`config.mk`:
```
export PLATFORM = sky130hd
export DESIGN_NAME = swrm_ram
export DESIGN_NICKNAME = d
export VERILOG_FILES = /design/src/rtl/core/swrm_pkg.sv /design/src/rtl/core/swrm_ram.sv
export SDC_FILE = /design/constraint.sdc
export NUM_CORES = 2
export LEC_CHECK = 0
export BUFFER_PORTS_ARGS = -buffer_cell sky130_fd_sc_hd__clkbuf_2
export CORE_UTILIZATION = 25
export CTS_CLUSTER_DIAMETER = 100
export DETAILED_ROUTE_END_ITERATION = 7
export GPL_TIMING_DRIVEN = 0
export PLACE_DENSITY = 0.36
export SLEW_MARGIN = 20
export SYNTH_ARGS = -nofsm -noshare
export SYNTH_HDL_FRONTEND = slang
export SYNTH_SLANG_ARGS = --single-unit
```
`constraint.sdc`:
```
create_clock -name clock -period 4.1 [get_ports clock]
set_clock_uncertainty 0.2 [all_clocks]
set_input_delay 0.205 -clock clock [delete_from_list [all_inputs] [get_ports clock]]
set_output_delay 0.205 -clock clock [all_outputs]
set_load 0.02 [all_outputs]
```
`src/rtl/core/swrm_pkg.sv`:
```
`default_nettype none

package swrm_pkg;

   // default stack depth
   localparam int unsigned STACK_DEPTH_DEF = 128;

   // field widths
   localparam int unsigned WORD_W   = 32;
   localparam int unsigned OP_W     = 2;
   localparam int unsigned STATUS_W = 2;
   localparam int unsigned DEPTH_W  = 8;

   // stream widths (tdata padded to whole bytes)
   localparam int unsigned REQ_TDATA_W = 32;
   localparam int unsigned RSP_TDATA_W = 48;

   // operation codes
   localparam logic [OP_W-1:0] OP_PUSH       = 2'd0;
   localparam logic [OP_W-1:0] OP_POP        = 2'd1;
   localparam logic [OP_W-1:0] OP_PEEK       = 2'd2;
   localparam logic [OP_W-1:0] OP_REMOVE_MAX = 2'd3;

   // status codes
   localparam logic [STATUS_W-1:0] ST_OK       = 2'd0;
   localparam logic [STATUS_W-1:0] ST_OVERFLOW = 2'd1;
   localparam logic [STATUS_W-1:0] ST_EMPTY    = 2'd2;

   // returned on an empty stack
   localparam logic [WORD_W-1:0] WORD_MIN = 32'h8000_0000;

endpackage

`default_nettype wire

```
`src/rtl/core/swrm_ram.sv`:
```
`default_nettype none

// Entry store: one write port, one read port, registered read data.
module swrm_ram #(
   parameter int unsigned DEPTH = swrm_pkg::STACK_DEPTH_DEF,
   parameter int unsigned AW    = $clog2(DEPTH)
) (
   input  wire logic                          clock,
   input  wire logic                          wr_en,
   input  wire logic [AW-1:0]                 wr_addr,
   input  wire logic [swrm_pkg::WORD_W-1:0]   wr_data,
   input  wire logic [AW-1:0]                 rd_addr,
   output logic      [swrm_pkg::WORD_W-1:0]   rd_data
);

   logic [swrm_pkg::WORD_W-1:0] mem_ff [DEPTH];
   logic [swrm_pkg::WORD_W-1:0] rd_data_ff;

   always_ff @(posedge clock) begin
      if (wr_en) begin
         mem_ff[wr_addr] <= wr_data;
      end
   end

   always_ff @(posedge clock) begin
      rd_data_ff <= mem_ff[rd_addr];
   end

   assign rd_data = rd_data_ff;

endmodule

`default_nettype wire
```
==> run metrics <==
initial antenna violation count=a little over 100; Sw Pwr=between 20 and 25 mW; Finish-stage setup viols=0; Finished Core Util=about 31%; number of global-route vias before repair=between 70,000 and 80,000; Hold Path Stages=2; CTS Root Cell=clkbuf_16; critical path endpoint category=flip-flop; Least-Margin Pin Slew=roughly 1.2 ns; Seq cells post-synth=~4,100; Logic pwr share=between 6 and 7%; nets=a little under 7,000; Total Wirelength=531 mm; Final Critical Period=about 4.1 ns; sequential-to-total area share from yosys stat=between 70% and 80%; largest net degree at the start of global routing=around 110; Mapped Avg Cell Area=26.1 um^2; first-pass GRT wire length=slightly above 700 mm; final hold violation count=0; CP Data Required Time=4.77 ns; Cell Count, Final, Fillers Out=~16,000; Syn Inst Count=between 5,000 and 6,000; Core ar.=about 620,000 um^2; Rel. slew slack=between 20% and 30%; Clk pwr share=around 43%; sequential share of power=between 50 and 60%; Max FO, Critical Path=10; I/O pin count=80; synthesized net count=approximately 6,000; Yosys cell types=17; Max-Cap Viols=0; GR Util All Layers=16.7%; ANT nets after route=0; synth warn=0; DR pass1 iterations=7; clk sink count=between 4,000 and 5,000; layout cells sized above 1=a little over a third; TritonCTS clock tree=done; switching part of the total power=~23%; delay of the slowest critical-path stage=roughly 0.85 ns; P&R area growth vs syn=21.9%; Overall Power=roughly 92 mW; via/cell ratio=~4.6; Setup Buffers After CTS=0; status=complete, no violations; Peak VDD IR=between 0.0003 and 0.0004 V; Pwr Density=just under 500 nW/um^2; leakage power=roughly 57 nW; cells along the critical path=clkbuf_1, buf_4, clkbuf_2, buf_16, clkbuf_1, mux4_2, mux4_2, mux4_2, mux2_2; CTS buffer count=457; Skew-Pair Late Insertion Delay=around 1.1 ns; register area=approximately 120,000 um^2; area of the mapped netlist=156,000 um^2; Hold Path Class=in2reg; Port Buf Inserts=68; GPL Wtd Cong=0.772; CP Class=in2reg; post-route DRC violation count=0; placed cells=between 10,000 and 15,000; multi-input logic area=32,300 um^2; post-route clock period utilization=between 90 and 100%; Int Pwr=about 71 mW; worst reg2reg startpoint=mem_ff[85][14]$_DFFE_PP_; min-delay src=wr_data[11]; Die Ht=~790 um; # rows=290; Final Cell Area=191,000 um^2; Max Fclk=244 MHz; Slew Limit Fails=0; Crit path top cell by count=mux4_2; CP startpoint kind=input port; DR WL/cell=33.9 um; RSZ-0062 raised after global routing=no; DP HPWL=between 300 and 400 mm; DRT iter0 DRCs=7,544; Max Buffers Root-to-Sink=4; reg2reg path depth=4; Post-Place Cell Area=between 150,000 and 200,000 um^2; Critical Path AT=between 4 and 5 ns; slowest cell on the critical path=clkbuf_1; die area=around 630,000 um^2; launch point of the worst path=rd_addr[2]; Layout fillers=between 50,000 and 60,000; Initial Utilization=between 20% and 30%; H-tree depth=5; clock-pin slew on the worst setup and hold paths=0.06 ns; gr ovfl total=0; die width=793 um; DR vias=about 72,000
final timing paths:
kind	end	slack [ns]
max reg2reg	rd_data[14]$_DFF_P_	1.08
max	rd_data[31]$_DFF_P_	0.009
min reg2reg	rd_data[6]$_DFF_P_	1.05
min	mem_ff[31][11]$_DFFE_PP_	0.08
cell families (layout without fill, tap and decap cells):
logic type / count (synthesis) / in the layout / synth area share [%]
DFF: 4128 / 4128 / 79.1
muxes: 1376 / 1376 / 19.6
buffers and inverters: 316 / 1605 / 0.839
and+or+nand+nor: 170 / 170 / 0.446
other: 0 / 75 / 0
flip-flops by register name, indices dropped and copies added (netlist names):
name	count
mem_ff	4096
rd_data	32
cell type report:
type                    instances  share of cell area, %
flip-flops and latches       4128                   64.9
multi-input cells            1546                   16.9
clock buffers                 589                   6.35
well taps                    8322                   5.46
repair buffers                452                   4.31
clock inverters               248                   1.19
plain buffers                 316                  0.768
diodes                         75                 0.0985
metal layers:
metal,GRT usage (%),up-vias,share of wire (%)
li1,-,28500,-
met1,22.6,40600,43
met2,28.1,2132,49
met3,2.73,590,5.5
met4,3.87,6,2.3
met5,0,-,0.0077
placed cells by master, fill, tap and decap left out, types with 9 or more instances in the layout:
master,synthesis,layout
edfxtp_1,4096,4096
buf_12,0,129
clkinv_16,0,13
buf_8,0,11
nor3_2,0,9
mux2_2,32,32
buf_16,0,142
clkinv_1,0,128
clkinv_2,0,60
dfxtp_1,32,32
buf_1,50,23
dlygate4sd3_1,0,54
diode_2,0,75
mux4_2,1344,1344
clkbuf_2,0,81
clkbuf_1,182,251
buf_6,2,10
clkbuf_16,0,463
nor2_4,0,119
clkbuf_4,0,14
nand3_1,12,11
buf_2,79,94
bufinv_16,0,30
buf_4,3,46
clkbuf_8,0,37
nand2_1,14,14
synthesized netlist by cell type:
cell,n,area [um^2]
nor2b_1,7,43.8
dfxtp_1,32,641
nor3_1,9,45.0
buf_2,79,395
buf_6,2,22.5
mux4_2,1344,30300
mux2_2,32,360
nand4_1,3,18.8
edfxtp_1,4096,123000
buf_1,50,188
clkbuf_1,182,683
nand2_1,14,52.6
nand3_1,12,60.1
or3_1,1,6.26
nor2_1,122,458
nand2b_1,2,12.5
buf_4,3,22.5
power by group through the flow:
stage | Combinational, mW | Clock, mW | Sequential [mW]
3_3_place_gp | 5.43 | 0 | 47.7
4_1_cts | 5.84 | 41.0 | 46.7
5_1_grt | 5.88 | 42.4 | 46.7
2_1_floorplan | 2.25 | 0 | 47.6
6_report | 5.64 | 40.0 | 46.7
3_5_place_dp | 5.75 | 0 | 47.6
per-stage QoR:
stage                     setup slack (ns)  hold WS (ns)  TNS [ns]
final                              0.00906        0.0789         0
after global placement               -4.02         0.432  -9886.42
after CTS                           0.0587       0.00415         0
after global routing                0.0137        0.0347         0
after floorplan                      0.456         0.104         0
after detailed placement             -1.45         0.422    -41.27
repair_timing:
item | in CTS | in global routing
gates resized for setup | 5 | 0
endpoints found under the setup margin | 28 | 0
hold buffers | 59 | 0
endpoints found under the hold margin | 4237 | 0
worst max-delay path, delay by kind of cell:
kind / cells / cell delay (ns)
buf+inv: 5 / 2.40
mux: 4 / 2.01
No activity file was read; power rests on OpenSTA's default activity.
